**src/rtl/sprite_dirty_rect_scheduler_top_assert.svh**
```systemverilog
// Assertion macros shared by the scheduler modules.
`ifndef SPRITE_DIRTY_RECT_SCHEDULER_TOP_ASSERT_SVH
`define SPRITE_DIRTY_RECT_SCHEDULER_TOP_ASSERT_SVH
// Check cons in the same cycle as ante.
`define SDRS_ASSERT_NOW(lbl, ante, cons, msg) \
  lbl: assert property (@(posedge clk) disable iff (rst) (ante) |-> (cons)) \
    else $error(msg);
// Check cons in the cycle after ante.
`define SDRS_ASSERT_NEXT(lbl, ante, cons, msg) \
  lbl: assert property (@(posedge clk) disable iff (rst) (ante) |=> (cons)) \
    else $error(msg);
`endif

```
**src/rtl/sdrs_pkg.sv**
```systemverilog
`default_nettype none
package sdrs_pkg;

  localparam int ENT_W    = 4;
  localparam int CNT_W    = 6;
  localparam int MAX_CMDS = 48;

  localparam logic [3:0] OP_MAKE    = 4'd0;
  localparam logic [3:0] OP_DESTROY = 4'd1;
  localparam logic [3:0] OP_MOVE    = 4'd2;
  localparam logic [3:0] OP_RESIZE  = 4'd3;
  localparam logic [3:0] OP_HIDE    = 4'd4;
  localparam logic [3:0] OP_SHOW    = 4'd5;
  localparam logic [3:0] OP_SETCOL  = 4'd6;
  localparam logic [3:0] OP_RELCOL  = 4'd7;
  localparam logic [3:0] OP_FRAME   = 4'd8;

  localparam logic [2:0] KIND_DONE    = 3'd0;
  localparam logic [2:0] KIND_FILL    = 3'd1;
  localparam logic [2:0] KIND_RESTORE = 3'd2;
  localparam logic [2:0] KIND_CAPTURE = 3'd3;
  localparam logic [2:0] KIND_DRAW    = 3'd4;
  localparam logic [2:0] KIND_MADE    = 3'd5;

  localparam logic [1:0] ST_CLEAN      = 2'd0;
  localparam logic [1:0] ST_DIRTY_SP   = 2'd1;
  localparam logic [1:0] ST_DIRTY_BOTH = 2'd2;

  typedef logic signed [17:0] edge_t;

  typedef enum logic [3:0] {
    ACT_NONE,
    ACT_LOAD,
    ACT_MAKE,
    ACT_MARK,
    ACT_EDIT,
    ACT_LOAD_A,
    ACT_LOAD_B,
    ACT_PAIR_T,
    ACT_RLOAD,
    ACT_RSTEP,
    ACT_CAPTURE,
    ACT_DRAW,
    ACT_CLEAR,
    ACT_DONE
  } act_t;

  typedef struct packed {
    act_t             act;
    logic [ENT_W-1:0] idx;
    logic [ENT_W-1:0] jdx;
    logic [1:0]       k;
  } cmd_t;

  typedef struct packed {
    logic             stall;
    logic             rst_done;
    logic [3:0]       op;
    logic             ok;
    logic [ENT_W-1:0] id;
  } sts_t;

endpackage
`default_nettype wire

```
**src/rtl/sdrs_datapath.sv**
```systemverilog
`default_nettype none
`include "sprite_dirty_rect_scheduler_top_assert.svh"
module sdrs_datapath #(
  parameter int NUM_SPRITES = 8
) (
  input  logic                clk,
  input  logic                rst,
  input  sdrs_pkg::cmd_t      cmd,
  output sdrs_pkg::sts_t      sts,
  input  logic [3:0]          in_op,
  input  logic [2:0]          in_id,
  input  logic signed [15:0]  in_pos_x,
  input  logic signed [15:0]  in_pos_y,
  input  logic [9:0]          in_size_w,
  input  logic [9:0]          in_size_h,
  input  logic [15:0]         in_fill_color,
  output logic                out_valid,
  input  logic                out_ready,
  output logic [2:0]          out_kind,
  output logic [3:0]          out_entry,
  output logic signed [15:0]  out_rect_x,
  output logic signed [15:0]  out_rect_y,
  output logic [10:0]         out_rect_w,
  output logic [10:0]         out_rect_h,
  output logic [15:0]         out_color,
  output logic                out_last
);
  import sdrs_pkg::*;

  localparam int IW = (NUM_SPRITES > 1) ? $clog2(NUM_SPRITES) : 1;

  logic              ent_active   [NUM_SPRITES];
  logic              ent_visible  [NUM_SPRITES];
  logic [1:0]        ent_status   [NUM_SPRITES];
  logic              ent_fixed_bg [NUM_SPRITES];
  logic [15:0]       ent_bg_color [NUM_SPRITES];
  logic signed [15:0] spr_x [NUM_SPRITES];
  logic signed [15:0] spr_y [NUM_SPRITES];
  logic [9:0]        spr_w [NUM_SPRITES];
  logic [9:0]        spr_h [NUM_SPRITES];
  logic signed [15:0] sav_x [NUM_SPRITES];
  logic signed [15:0] sav_y [NUM_SPRITES];
  logic [9:0]        sav_w [NUM_SPRITES];
  logic [9:0]        sav_h [NUM_SPRITES];
  logic              sav_valid  [NUM_SPRITES];
  logic              has_pixels [NUM_SPRITES];

  logic [3:0]         op_r;
  logic [2:0]         id_r;
  logic signed [15:0] px_r, py_r;
  logic [9:0]         sw_r, sh_r;
  logic [15:0]        col_r;
  logic [CNT_W-1:0]   n_cnt;

  edge_t a_x, a_y, a_xr, a_yb, b_x, b_y, b_xr, b_yb;
  logic  a_ok, a_fixed, b_ok, b_fixed;

  logic        r_en, r_fixed, r_savv, r_full;
  logic [15:0] r_color;
  logic [9:0]  r_sw, r_sh;
  edge_t r_bx, r_by, r_bxr, r_byb, r_sx, r_sy, r_sxr, r_syb;

  logic [IW-1:0]    ix, jx;
  logic [ENT_W-1:0] free_idx;
  logic             free_found;
  logic             ok;
  edge_t rd_x, rd_y, rd_xr, rd_yb;
  logic  touch, pair_hit;
  edge_t lln, rln, bx0, by0, bx1, by1, bw, bh;
  logic  want_box;

  logic             em_req, em_force, em_last, rst_done;
  logic [2:0]       em_kind;
  logic [ENT_W-1:0] em_ent;
  logic [15:0]      em_x, em_y, em_col;
  logic [10:0]      em_w, em_h;
  logic             drop, stall, fire, wr;

  assign ix = cmd.idx[IW-1:0];
  assign jx = cmd.jdx[IW-1:0];
  assign ok = int'(id_r) < NUM_SPRITES;

  always_comb begin
    free_idx   = ENT_W'(NUM_SPRITES);
    free_found = 1'b0;
    for (int e = NUM_SPRITES - 1; e >= 0; e--) begin
      if (!ent_active[e]) begin
        free_idx   = ENT_W'(e);
        free_found = 1'b1;
      end
    end
  end

  // bounding box of sprite and saved rectangles at the read index
  always_comb begin
    edge_t sxe, sye, sre, sbe, bxe, bye, bre, bbe;
    sxe   = edge_t'(spr_x[ix]);
    sye   = edge_t'(spr_y[ix]);
    sre   = edge_t'(spr_x[ix]) + edge_t'(spr_w[ix]);
    sbe   = edge_t'(spr_y[ix]) + edge_t'(spr_h[ix]);
    bxe   = edge_t'(sav_x[ix]);
    bye   = edge_t'(sav_y[ix]);
    bre   = edge_t'(sav_x[ix]) + edge_t'(sav_w[ix]);
    bbe   = edge_t'(sav_y[ix]) + edge_t'(sav_h[ix]);
    rd_x  = (sxe < bxe) ? sxe : bxe;
    rd_y  = (sye < bye) ? sye : bye;
    rd_xr = (sre > bre) ? sre : bre;
    rd_yb = (sbe > bbe) ? sbe : bbe;
  end

  assign pair_hit = a_ok && b_ok && !(a_fixed && b_fixed) &&
                    !(b_x >= a_xr || b_xr <= a_x || b_y >= a_yb || b_yb <= a_y);

  assign touch = !(r_sx > r_bxr || r_sxr < r_bx || r_sy > r_byb || r_syb < r_by);
  assign lln   = (r_bx < r_sx) ? r_sx : r_bx;
  assign rln   = (r_bxr > r_sxr) ? r_sxr : r_bxr;

  always_comb begin
    want_box = 1'b0;
    bx0 = r_bx; by0 = r_by; bx1 = r_bxr; by1 = r_byb;
    case (cmd.k)
      2'd0: begin
        want_box = r_bx < r_sx;
        bx1 = r_sx;
      end
      2'd1: begin
        want_box = r_bxr > r_sxr;
        bx0 = r_sxr;
      end
      2'd2: begin
        want_box = r_by < r_sy;
        bx0 = lln; bx1 = rln; by1 = r_sy;
      end
      2'd3: begin
        want_box = r_byb > r_syb;
        bx0 = lln; bx1 = rln; by0 = r_syb;
      end
      default: ;
    endcase
    if (r_full || !touch) begin
      want_box = 1'b1;
      bx0 = r_bx; by0 = r_by; bx1 = r_bxr; by1 = r_byb;
    end
  end

  assign bw = bx1 - bx0;
  assign bh = by1 - by0;

  always_comb begin
    em_req   = 1'b0;
    em_force = 1'b0;
    em_last  = 1'b0;
    em_kind  = KIND_DONE;
    em_ent   = cmd.idx;
    em_x     = '0;
    em_y     = '0;
    em_w     = '0;
    em_h     = '0;
    em_col   = '0;
    rst_done = 1'b0;
    case (cmd.act)
      ACT_MAKE: begin
        em_req   = 1'b1;
        em_force = 1'b1;
        em_last  = 1'b1;
        em_kind  = KIND_MADE;
        em_ent   = free_idx;
      end
      ACT_DONE: begin
        em_req   = 1'b1;
        em_force = 1'b1;
        em_last  = 1'b1;
        em_ent   = '0;
      end
      ACT_RSTEP: begin
        if (!r_en) begin
          rst_done = 1'b1;
        end else if (!r_fixed) begin
          rst_done = 1'b1;
          em_req   = r_savv;
          em_kind  = KIND_RESTORE;
          em_x     = r_bx[15:0];
          em_y     = r_by[15:0];
          em_w     = {1'b0, r_sw};
          em_h     = {1'b0, r_sh};
        end else begin
          rst_done = r_full || !touch || (cmd.k == 2'd3);
          em_req   = want_box && (bw > 0) && (bh > 0);
          em_kind  = KIND_FILL;
          em_x     = bx0[15:0];
          em_y     = by0[15:0];
          em_w     = bw[10:0];
          em_h     = bh[10:0];
          em_col   = r_color;
        end
      end
      ACT_CAPTURE: begin
        em_req  = ent_active[ix] && ent_visible[ix] && !ent_fixed_bg[ix] &&
                  (ent_status[ix] == ST_DIRTY_BOTH || !sav_valid[ix]);
        em_kind = KIND_CAPTURE;
        em_x    = spr_x[ix];
        em_y    = spr_y[ix];
        em_w    = {1'b0, spr_w[ix]};
        em_h    = {1'b0, spr_h[ix]};
      end
      ACT_DRAW: begin
        em_req  = ent_active[ix] && ent_visible[ix] && has_pixels[ix] &&
                  ent_status[ix] != ST_CLEAN;
        em_kind = KIND_DRAW;
        em_x    = spr_x[ix];
        em_y    = spr_y[ix];
        em_w    = {1'b0, spr_w[ix]};
        em_h    = {1'b0, spr_h[ix]};
      end
      default: ;
    endcase
  end

  assign drop  = !em_force && (n_cnt >= CNT_W'(MAX_CMDS));
  assign stall = em_req && !drop && out_valid && !out_ready;
  assign fire  = !stall;
  assign wr    = em_req && !drop && fire;

  assign sts.stall    = stall;
  assign sts.rst_done = rst_done;
  assign sts.op       = op_r;
  assign sts.ok       = ok;
  assign sts.id       = ENT_W'(id_r);

  always_ff @(posedge clk) begin
    if (cmd.act == ACT_LOAD) begin
      op_r  <= in_op;
      id_r  <= in_id;
      px_r  <= in_pos_x;
      py_r  <= in_pos_y;
      sw_r  <= in_size_w;
      sh_r  <= in_size_h;
      col_r <= in_fill_color;
    end
    if (cmd.act == ACT_LOAD_A) begin
      a_x     <= rd_x;
      a_y     <= rd_y;
      a_xr    <= rd_xr;
      a_yb    <= rd_yb;
      a_ok    <= ent_active[ix] && spr_w[ix] != '0;
      a_fixed <= ent_fixed_bg[ix];
    end
    if (cmd.act == ACT_LOAD_B) begin
      b_x     <= rd_x;
      b_y     <= rd_y;
      b_xr    <= rd_xr;
      b_yb    <= rd_yb;
      b_ok    <= ent_active[ix] && spr_w[ix] != '0;
      b_fixed <= ent_fixed_bg[ix];
    end
    if (cmd.act == ACT_RLOAD) begin
      r_en    <= ent_active[ix] && ent_status[ix] == ST_DIRTY_BOTH;
      r_fixed <= ent_fixed_bg[ix];
      r_savv  <= sav_valid[ix];
      r_full  <= !ent_visible[ix] || sav_w[ix] == '0 || spr_w[ix] == '0;
      r_color <= ent_bg_color[ix];
      r_sw    <= sav_w[ix];
      r_sh    <= sav_h[ix];
      r_bx    <= edge_t'(sav_x[ix]);
      r_by    <= edge_t'(sav_y[ix]);
      r_bxr   <= edge_t'(sav_x[ix]) + edge_t'(sav_w[ix]);
      r_byb   <= edge_t'(sav_y[ix]) + edge_t'(sav_h[ix]);
      r_sx    <= edge_t'(spr_x[ix]);
      r_sy    <= edge_t'(spr_y[ix]);
      r_sxr   <= edge_t'(spr_x[ix]) + edge_t'(spr_w[ix]);
      r_syb   <= edge_t'(spr_y[ix]) + edge_t'(spr_h[ix]);
    end
    if (wr) begin
      out_kind   <= em_kind;
      out_entry  <= em_ent;
      out_rect_x <= em_x;
      out_rect_y <= em_y;
      out_rect_w <= em_w;
      out_rect_h <= em_h;
      out_color  <= em_col;
      out_last   <= em_last;
    end
  end

  always_ff @(posedge clk) begin
    if (rst) begin
      out_valid <= 1'b0;
      n_cnt     <= '0;
    end else begin
      if (wr) begin
        out_valid <= 1'b1;
      end else if (out_ready) begin
        out_valid <= 1'b0;
      end
      if (cmd.act == ACT_LOAD) begin
        n_cnt <= '0;
      end else if (wr && !em_force) begin
        n_cnt <= n_cnt + 1'b1;
      end
    end
  end

  always_ff @(posedge clk) begin
    if (rst) begin
      for (int e = 0; e < NUM_SPRITES; e++) begin
        ent_active[e]   <= 1'b0;
        ent_visible[e]  <= 1'b0;
        ent_status[e]   <= ST_CLEAN;
        ent_fixed_bg[e] <= 1'b0;
        ent_bg_color[e] <= '0;
        spr_x[e]        <= '0;
        spr_y[e]        <= '0;
        spr_w[e]        <= '0;
        spr_h[e]        <= '0;
        sav_x[e]        <= '0;
        sav_y[e]        <= '0;
        sav_w[e]        <= '0;
        sav_h[e]        <= '0;
        sav_valid[e]    <= 1'b0;
        has_pixels[e]   <= 1'b0;
      end
    end else if (fire) begin
      case (cmd.act)
        ACT_MAKE: begin
          if (free_found) begin
            ent_active[free_idx[IW-1:0]]  <= 1'b1;
            ent_visible[free_idx[IW-1:0]] <= 1'b1;
            ent_status[free_idx[IW-1:0]]  <= ST_DIRTY_BOTH;
          end
        end
        ACT_MARK: begin
          for (int e = 0; e < NUM_SPRITES; e++) begin
            if (ent_active[e] && ent_visible[e] &&
                (sav_x[e] != spr_x[e] || sav_y[e] != spr_y[e] ||
                 sav_w[e] != spr_w[e] || sav_h[e] != spr_h[e])) begin
              ent_status[e] <= ST_DIRTY_BOTH;
            end
          end
        end
        ACT_EDIT: begin
          case (op_r)
            OP_DESTROY, OP_HIDE: begin
              if (ent_visible[ix]) begin
                ent_status[ix]  <= ST_DIRTY_BOTH;
                ent_visible[ix] <= 1'b0;
              end
            end
            OP_SHOW: begin
              if (!ent_visible[ix]) begin
                ent_status[ix]  <= ST_DIRTY_BOTH;
                ent_visible[ix] <= 1'b1;
              end
            end
            OP_MOVE: begin
              spr_x[ix] <= px_r;
              spr_y[ix] <= py_r;
            end
            OP_RESIZE: begin
              if (sw_r != '0 && sh_r != '0) begin
                spr_w[ix]      <= sw_r;
                spr_h[ix]      <= sh_r;
                has_pixels[ix] <= 1'b1;
                if (ent_status[ix] != ST_DIRTY_BOTH) begin
                  ent_status[ix] <= ST_DIRTY_SP;
                end
              end
            end
            OP_SETCOL: begin
              ent_bg_color[ix] <= col_r;
              ent_fixed_bg[ix] <= 1'b1;
            end
            OP_RELCOL: begin
              ent_bg_color[ix] <= '0;
              ent_fixed_bg[ix] <= 1'b0;
            end
            default: ;
          endcase
        end
        ACT_PAIR_T: begin
          if (pair_hit) begin
            ent_status[ix] <= ST_DIRTY_BOTH;
            ent_status[jx] <= ST_DIRTY_BOTH;
          end
        end
        ACT_CAPTURE: begin
          if (ent_active[ix] && ent_visible[ix] &&
              (ent_status[ix] == ST_DIRTY_BOTH || !sav_valid[ix])) begin
            if (!ent_fixed_bg[ix]) begin
              sav_valid[ix] <= 1'b1;
            end
            sav_x[ix]      <= spr_x[ix];
            sav_y[ix]      <= spr_y[ix];
            sav_w[ix]      <= spr_w[ix];
            sav_h[ix]      <= spr_h[ix];
            ent_status[ix] <= ST_DIRTY_SP;
          end
        end
        ACT_DRAW: begin
          if (ent_active[ix] && ent_visible[ix] && ent_status[ix] != ST_CLEAN) begin
            ent_status[ix] <= ST_CLEAN;
          end
        end
        ACT_CLEAR: begin
          ent_active[ix]   <= 1'b0;
          ent_visible[ix]  <= 1'b0;
          ent_status[ix]   <= ST_CLEAN;
          ent_fixed_bg[ix] <= 1'b0;
          ent_bg_color[ix] <= '0;
          spr_x[ix]        <= '0;
          spr_y[ix]        <= '0;
          spr_w[ix]        <= '0;
          spr_h[ix]        <= '0;
          sav_x[ix]        <= '0;
          sav_y[ix]        <= '0;
          sav_w[ix]        <= '0;
          sav_h[ix]        <= '0;
          sav_valid[ix]    <= 1'b0;
          has_pixels[ix]   <= 1'b0;
        end
        default: ;
      endcase
    end
  end

  `SDRS_ASSERT_NOW(a_cnt_max, 1'b1, n_cnt <= CNT_W'(MAX_CMDS), "command count overran")
  `SDRS_ASSERT_NEXT(a_cnt_clear, cmd.act == ACT_LOAD, n_cnt == '0, "count not cleared")

endmodule
`default_nettype wire

```
**src/rtl/sdrs_ctrl.sv**
```systemverilog
`default_nettype none
`include "sprite_dirty_rect_scheduler_top_assert.svh"
module sdrs_ctrl #(
  parameter int NUM_SPRITES = 8
) (
  input  logic           clk,
  input  logic           rst,
  input  logic           in_valid,
  output logic           in_ready,
  output sdrs_pkg::cmd_t cmd,
  input  sdrs_pkg::sts_t sts
);
  import sdrs_pkg::*;

  typedef enum logic [10:0] {
    S_IDLE   = 11'b00000000001,
    S_DECODE = 11'b00000000010,
    S_PAIR_A = 11'b00000000100,
    S_PAIR_B = 11'b00000001000,
    S_PAIR_T = 11'b00000010000,
    S_RLOAD  = 11'b00000100000,
    S_RSTEP  = 11'b00001000000,
    S_CAP    = 11'b00010000000,
    S_DRAW   = 11'b00100000000,
    S_CLEAR  = 11'b01000000000,
    S_DONE   = 11'b10000000000
  } state_t;

  localparam logic [ENT_W-1:0] LAST = ENT_W'(NUM_SPRITES - 1);

  state_t           state, state_next;
  logic [ENT_W-1:0] i, i_next, j, j_next;
  logic [1:0]       k, k_next;
  logic             single, single_next;

  assign in_ready = (state == S_IDLE);

  always_comb begin
    state_next  = state;
    i_next      = i;
    j_next      = j;
    k_next      = k;
    single_next = single;
    cmd.act     = ACT_NONE;
    cmd.idx     = i;
    cmd.jdx     = j;
    cmd.k       = k;
    case (state)
      S_IDLE: begin
        if (in_valid) begin
          cmd.act    = ACT_LOAD;
          state_next = S_DECODE;
        end
      end
      S_DECODE: begin
        cmd.idx = sts.id;
        if (sts.op == OP_MAKE) begin
          cmd.act = ACT_MAKE;
          if (!sts.stall) begin
            state_next = S_IDLE;
          end
        end else if (sts.op == OP_FRAME) begin
          cmd.act    = ACT_MARK;
          i_next     = '0;
          state_next = S_PAIR_A;
        end else if (sts.ok && sts.op >= OP_DESTROY && sts.op <= OP_RELCOL) begin
          cmd.act = ACT_EDIT;
          if (sts.op == OP_DESTROY) begin
            i_next      = sts.id;
            k_next      = '0;
            single_next = 1'b1;
            state_next  = S_RLOAD;
          end else begin
            state_next = S_DONE;
          end
        end else begin
          state_next = S_DONE;
        end
      end
      S_PAIR_A: begin
        cmd.act    = ACT_LOAD_A;
        j_next     = i + 1'b1;
        state_next = S_PAIR_B;
      end
      S_PAIR_B: begin
        cmd.act    = ACT_LOAD_B;
        cmd.idx    = j;
        state_next = S_PAIR_T;
      end
      S_PAIR_T: begin
        cmd.act = ACT_PAIR_T;
        if (j == LAST) begin
          if (i == LAST - 1'b1) begin
            i_next      = '0;
            k_next      = '0;
            single_next = 1'b0;
            state_next  = S_RLOAD;
          end else begin
            i_next     = i + 1'b1;
            state_next = S_PAIR_A;
          end
        end else begin
          j_next     = j + 1'b1;
          state_next = S_PAIR_B;
        end
      end
      S_RLOAD: begin
        cmd.act    = ACT_RLOAD;
        k_next     = '0;
        state_next = S_RSTEP;
      end
      S_RSTEP: begin
        cmd.act = ACT_RSTEP;
        if (!sts.stall) begin
          if (sts.rst_done) begin
            k_next = '0;
            if (single) begin
              state_next = S_CLEAR;
            end else if (i == LAST) begin
              i_next     = '0;
              state_next = S_CAP;
            end else begin
              i_next     = i + 1'b1;
              state_next = S_RLOAD;
            end
          end else begin
            k_next = k + 1'b1;
          end
        end
      end
      S_CAP: begin
        cmd.act = ACT_CAPTURE;
        if (!sts.stall) begin
          if (i == LAST) begin
            i_next     = '0;
            state_next = S_DRAW;
          end else begin
            i_next = i + 1'b1;
          end
        end
      end
      S_DRAW: begin
        cmd.act = ACT_DRAW;
        if (!sts.stall) begin
          if (i == LAST) begin
            state_next = S_DONE;
          end else begin
            i_next = i + 1'b1;
          end
        end
      end
      S_CLEAR: begin
        cmd.act    = ACT_CLEAR;
        state_next = S_DONE;
      end
      S_DONE: begin
        cmd.act = ACT_DONE;
        if (!sts.stall) begin
          state_next = S_IDLE;
        end
      end
      default: begin
        state_next = S_IDLE;
      end
    endcase
  end

  always_ff @(posedge clk) begin
    if (rst) begin
      state  <= S_IDLE;
      i      <= '0;
      j      <= '0;
      k      <= '0;
      single <= 1'b0;
    end else begin
      state  <= state_next;
      i      <= i_next;
      j      <= j_next;
      k      <= k_next;
      single <= single_next;
    end
  end

  `SDRS_ASSERT_NEXT(a_accept, in_valid && in_ready, state == S_DECODE, "accept not decoded")
  `SDRS_ASSERT_NOW(a_pair_order, state == S_PAIR_T, j > i && j <= LAST, "bad pair index")
  `SDRS_ASSERT_NOW(a_box_step, state != S_RSTEP, k == '0, "box step left nonzero")

endmodule
`default_nettype wire

```
**src/rtl/sprite_dirty_rect_scheduler_top.sv**
```systemverilog
// Sprite dirty-rectangle scheduler. Each input transaction is one table operation
// (make, destroy, move, resize, hide, show, set or release background colour) or a
// frame operation; its output transactions are blitter commands ending with one
// transaction flagged by tlast (a done, or the made entry for make). The controller
// walks entries and sprite pairs one step per cycle while not stalled, through a
// single table read port; an emitted command stalls the walk only while the output
// register is still held by the sink. At most 48 commands per operation are sent
// ahead of the closing tlast transaction.
`default_nettype none
module sprite_dirty_rect_scheduler_top #(
  parameter int NUM_SPRITES = 8
) (
  input  logic        clk,
  input  logic        rst,
  input  logic        s_axis_tvalid,
  output logic        s_axis_tready,
  input  logic [71:0] s_axis_tdata,  // sprite_id, pos_x, pos_y, size_w, size_h, fill_color
  input  logic [3:0]  s_axis_tuser,  // op
  output logic        m_axis_tvalid,
  input  logic        m_axis_tready,
  output logic [79:0] m_axis_tdata,  // entry, rect_x, rect_y, rect_w, rect_h, out_color
  output logic [2:0]  m_axis_tuser,  // kind
  output logic        m_axis_tlast
);
  import sdrs_pkg::*;

  cmd_t cmd;
  sts_t sts;

  logic [3:0]         o_entry;
  logic signed [15:0] o_x, o_y;
  logic [10:0]        o_w, o_h;
  logic [15:0]        o_col;

  sdrs_ctrl #(.NUM_SPRITES(NUM_SPRITES)) u_ctrl (
    .clk      (clk),
    .rst      (rst),
    .in_valid (s_axis_tvalid),
    .in_ready (s_axis_tready),
    .cmd      (cmd),
    .sts      (sts)
  );

  sdrs_datapath #(.NUM_SPRITES(NUM_SPRITES)) u_dp (
    .clk           (clk),
    .rst           (rst),
    .cmd           (cmd),
    .sts           (sts),
    .in_op         (s_axis_tuser),
    .in_id         (s_axis_tdata[2:0]),
    .in_pos_x      (s_axis_tdata[18:3]),
    .in_pos_y      (s_axis_tdata[34:19]),
    .in_size_w     (s_axis_tdata[44:35]),
    .in_size_h     (s_axis_tdata[54:45]),
    .in_fill_color (s_axis_tdata[70:55]),
    .out_valid     (m_axis_tvalid),
    .out_ready     (m_axis_tready),
    .out_kind      (m_axis_tuser),
    .out_entry     (o_entry),
    .out_rect_x    (o_x),
    .out_rect_y    (o_y),
    .out_rect_w    (o_w),
    .out_rect_h    (o_h),
    .out_color     (o_col),
    .out_last      (m_axis_tlast)
  );

  assign m_axis_tdata = {6'd0, o_col, o_h, o_w, o_y, o_x, o_entry};

endmodule
`default_nettype wire

```
**config.mk**
```make
export PLATFORM = sky130hd
export DESIGN_NAME = sprite_dirty_rect_scheduler_top
export DESIGN_NICKNAME = d
export VERILOG_FILES = /design/src/rtl/sdrs_pkg.sv /design/src/rtl/sdrs_datapath.sv /design/src/rtl/sdrs_ctrl.sv /design/src/rtl/sprite_dirty_rect_scheduler_top.sv
export VERILOG_INCLUDE_DIRS = /design/src /design/src/rtl
export SDC_FILE = /design/constraint.sdc
export NUM_CORES = 2
export LEC_CHECK = 0
export BUFFER_PORTS_ARGS = -buffer_cell sky130_fd_sc_hd__buf_2
export CORE_ASPECT_RATIO = 1.75
export CORE_MARGIN = 4
export CORE_UTILIZATION = 30
export CTS_BUF_LIST = sky130_fd_sc_hd__clkbuf_4 sky130_fd_sc_hd__clkbuf_8
export DETAILED_ROUTE_END_ITERATION = 7
export PLACE_DENSITY_LB_ADDON = 0.12
export SKIP_CTS_REPAIR_TIMING = 1
export SLEW_MARGIN = 20
export SYNTH_ARGS = -nofsm -noshare
export SYNTH_HDL_FRONTEND = slang
export SYNTH_SLANG_ARGS = --single-unit
```
**constraint.sdc**
```tcl
create_clock -name clk -period 25.9 [get_ports clk]
set_clock_uncertainty 0.15 [all_clocks]
set_input_delay 2.59 -clock clk [delete_from_list [all_inputs] [get_ports clk]]
set_output_delay 2.59 -clock clk [all_outputs]
set_load 0.05 [all_outputs]
```
==> metrics.cfg <==
[drt]
num_vias=58300
viasPerCell=5.62
wirelength_um=373000
ant_nets=0
wl_per_cell_um=35.9
drtPass1Iterations=6
drc=0
drt_iter0_markers=6354

[timing]
slew_violations=0
final_hold_viol_count=0
final-setup-viol-count=0
max_freq_mhz=85.1
min_period_over_period_pct=45.4
rsz0062_at_grt=no
fin_crit_ps=11750
tns_ps=0
tightest_slew_ps=1330
relSlewSlack_pct=10.6

[cells_and_area]
mostFrequentLayoutCell=edfxtp_1
instances_no_fill=10400
mostFrequentLayoutCells=edfxtp_1, nor2_1, a22oi_1, inv_1, ha_1
final_nets=7259
area_delta_synth_final_pct=13.0
layout-drive-gt1-share_pct=12.4

[global_routing]
grt_antenna_before_repair=28
grt_use_total_pct=27.3
grt_pass1_vias=58400
grt_overflow_total=0
grt_pass1_wl_um=498000
grt_max_degree=66

[hold_path]
hold_path.class=reg2reg

[clock_network]
cts_tree=done
worstSkewPairLatency_ps=1060
cts_buffers=249
cts.sinks=1506
clockBufferDepth=4
htreeDepth=4
root_buffer=clkbuf_8
clk_pin_slew_worst_paths_ps=60

[pwr]
switchingPower_mw=2.12
pwr-share-clk_pct=34.0
powerDensity_nw_per_um2=72.7
ir_drop_uv=42.1
switching_share_pct=33.2
leakagePower_nw=32.5
p_int_mw=4.25
power_frac_seq_pct=45.7
combPwrFrac_pct=20.3

[floorplan]
fp.coreArea_sq_um=257000
placementRows=246
initial_core_util_pct=30.2
die_height_um=680
ios=166
die-area_sq_um=267000
fp.dieW_um=392

[synthesis]
syn_area_sq_um=77500
seq_area_frac_synth_pct=57.8
ys_warn_count=0
synthCells=6596
async_flop_share_pct=0
synth_ff_type=edfxtp_1
synth-seq-cells=1506
synth_edf_count=1461
syn_area_per_cell_sq_um=11.8
synth_cell_types=106

[place]
dp.cells=9924
dp_hpwl_um=267000
portBuffers=158
gp_congestion=1.05

[critical_path]
cp.required_ps=26340
cp-end-kind=flop
crit_arrival_ps=12190
startpoint_type=flop
critPathMaxFanout=35
path_class=reg2reg

[status]
status=complete, no violations

[flow_run]
maxCapViolCount=0

-- synth_stat cells (9+ instances only) --
| cell | n | area share, % |
|---|---|---|
| o211ai_1 | 14 | 0.14 |
| a21o_1 | 55 | 0.53 |
| nand3_1 | 79 | 0.51 |
| o2111ai_1 | 15 | 0.17 |
| a221o_1 | 9 | 0.12 |
| and3_1 | 13 | 0.10 |
| a21oi_1 | 169 | 1.1 |
| and2_1 | 322 | 2.6 |
| o31ai_1 | 16 | 0.15 |
| ha_1 | 345 | 5.6 |
| dfxtp_1 | 45 | 1.2 |
| o21a_1 | 12 | 0.12 |
| xnor2_1 | 269 | 3.0 |
| buf_2 | 93 | 0.60 |
| o21bai_1 | 27 | 0.26 |
| nand2_1 | 369 | 1.8 |
| o22ai_1 | 16 | 0.13 |
| nand4_1 | 146 | 1.2 |
| nand2b_1 | 28 | 0.23 |
| nor4b_1 | 9 | 0.10 |
| a31oi_1 | 16 | 0.13 |
| mux2i_1 | 68 | 0.88 |
| and4_1 | 96 | 1.1 |
| a22oi_1 | 513 | 5.0 |
| nor2_1 | 843 | 4.1 |
| o21ai_0 | 184 | 1.2 |
| mux2_2 | 39 | 0.57 |
| or3_1 | 21 | 0.17 |
| a221oi_1 | 12 | 0.14 |
| xor2_1 | 229 | 2.6 |
| buf_4 | 17 | 0.16 |
| nor2b_1 | 25 | 0.20 |
| o221ai_1 | 43 | 0.49 |
| nor3_1 | 50 | 0.32 |
| inv_1 | 369 | 1.8 |
| nor4_1 | 103 | 0.83 |
| clkbuf_1 | 173 | 0.84 |
| nor3_2 | 9 | 0.12 |
| buf_1 | 38 | 0.18 |
| a211oi_1 | 34 | 0.33 |
| edfxtp_1 | 1461 | 57 |
-- power by group through the flow --
stage                     registers, mW  clock network, mW  logic [mW]
after global routing               2.92               2.31        1.34
final                              2.91               2.17        1.29
after global placement             2.96                  0        1.27
after CTS                          2.91               2.21        1.28
after floorplan                    2.92                  0       0.689
after detailed placement           2.96                  0        1.28
-- flip-flops by register name, summed over array words and instances (netlist names), 80 cells and up --
register / count
u_dp.ent_bg_color: 128
u_dp.sav_h: 80
u_dp.sav_w: 80
u_dp.sav_x: 128
u_dp.sav_y: 128
u_dp.spr_h: 80
u_dp.spr_w: 80
u_dp.spr_x: 128
u_dp.spr_y: 128
-- critical path, stage by stage, from the launching register on --
cell and delay (ps):
edfxtp_1 430, inv_1 80, ha_1 240, a211oi_1 210, nor2_1 100, o41ai_1 530
a31oi_1 320, a2111oi_1 780, nand3_1 610, o31ai_1 570, ha_1 250, inv_1 70
fa_1 460, a21o_1 230, a221oi_1 260, buf_4 210, o22ai_1 140, o21ai_0 640
o2111ai_1 270, nor4b_1 650, nand4_1 300, nand4_1 710, nand4_2 300, nand2_1 130
buf_4 300, nand3_4 630, nand2_4 770, buf_4 770
-- cells by family (layout without fill, tap and decap cells) --
| family | Yosys count | after routing | share of synthesized area [%] |
|---|---|---|---|
| AND/OR/NAND/NOR | 2202 | 2202 | 14.4 |
| flip-flops | 1506 | 1506 | 57.8 |
| AO/OA/AOI/OAI | 1227 | 1227 | 11.2 |
| buffers and inverters | 699 | 1123 | 3.70 |
| XOR/XNOR | 498 | 498 | 5.63 |
| adder cells (fa/ha/maj) | 351 | 351 | 5.72 |
| multiplexers | 112 | 112 | 1.52 |
| other | 1 | 22 | 0.00484 |
-- final cells by class --
| class | count | area [sq um] |
|---|---|---|
| Timing Repair Buffer | 305 | 1940 |
| Antenna cell | 16 | 40.0 |
| Clock inverter | 147 | 960 |
| Clock buffer | 301 | 3840 |
| Fill cell | 25500 | 169000 |
| Sequential cell | 1506 | 44800 |
| Tap cell | 3348 | 4190 |
| Inverter | 370 | 1400 |
| Multi-Input combinational cell | 4396 | 30500 |
-- metal layers --
layer / routed length (um) / vias to the layer above / GRT usage [%]
met2: 184000 / 2862 / 47.1
met4: 36800 / 8 / 22.2
met5: 51 / - / 0
met1: 130000 / 29600 / 29.4
met3: 22400 / 914 / 4.23
li1: - / 24900 / -
-- worst paths after layout --
path,from,to,slack (ps),cells past startpoint
setup reg to reg,u_dp.r_byb[3],u_dp.sav_x[7][3],14150,27
hold / removal,u_dp.n_cnt[5],u_dp.n_cnt[5],330,2
hold reg to reg,u_dp.n_cnt[5],u_dp.n_cnt[5],330,2
setup / recovery,u_dp.r_byb[3],u_dp.sav_x[7][3],14150,27
-- through the flow --
step	utilization, %	worst slack [ps]	hold slack, ps	area [sq um]	power (mW)
floorplan	-	16130	287	77500	3.61
global placement	32.2	14210	311	82700	4.23
detailed placement	32.2	14210	325	82700	4.24
global route	34.1	13770	358	87600	6.57
finish	34.1	14150	333	87600	6.37
CTS	34.0	14050	335	87500	6.40
No activity file was read; power rests on OpenSTA's default activity.
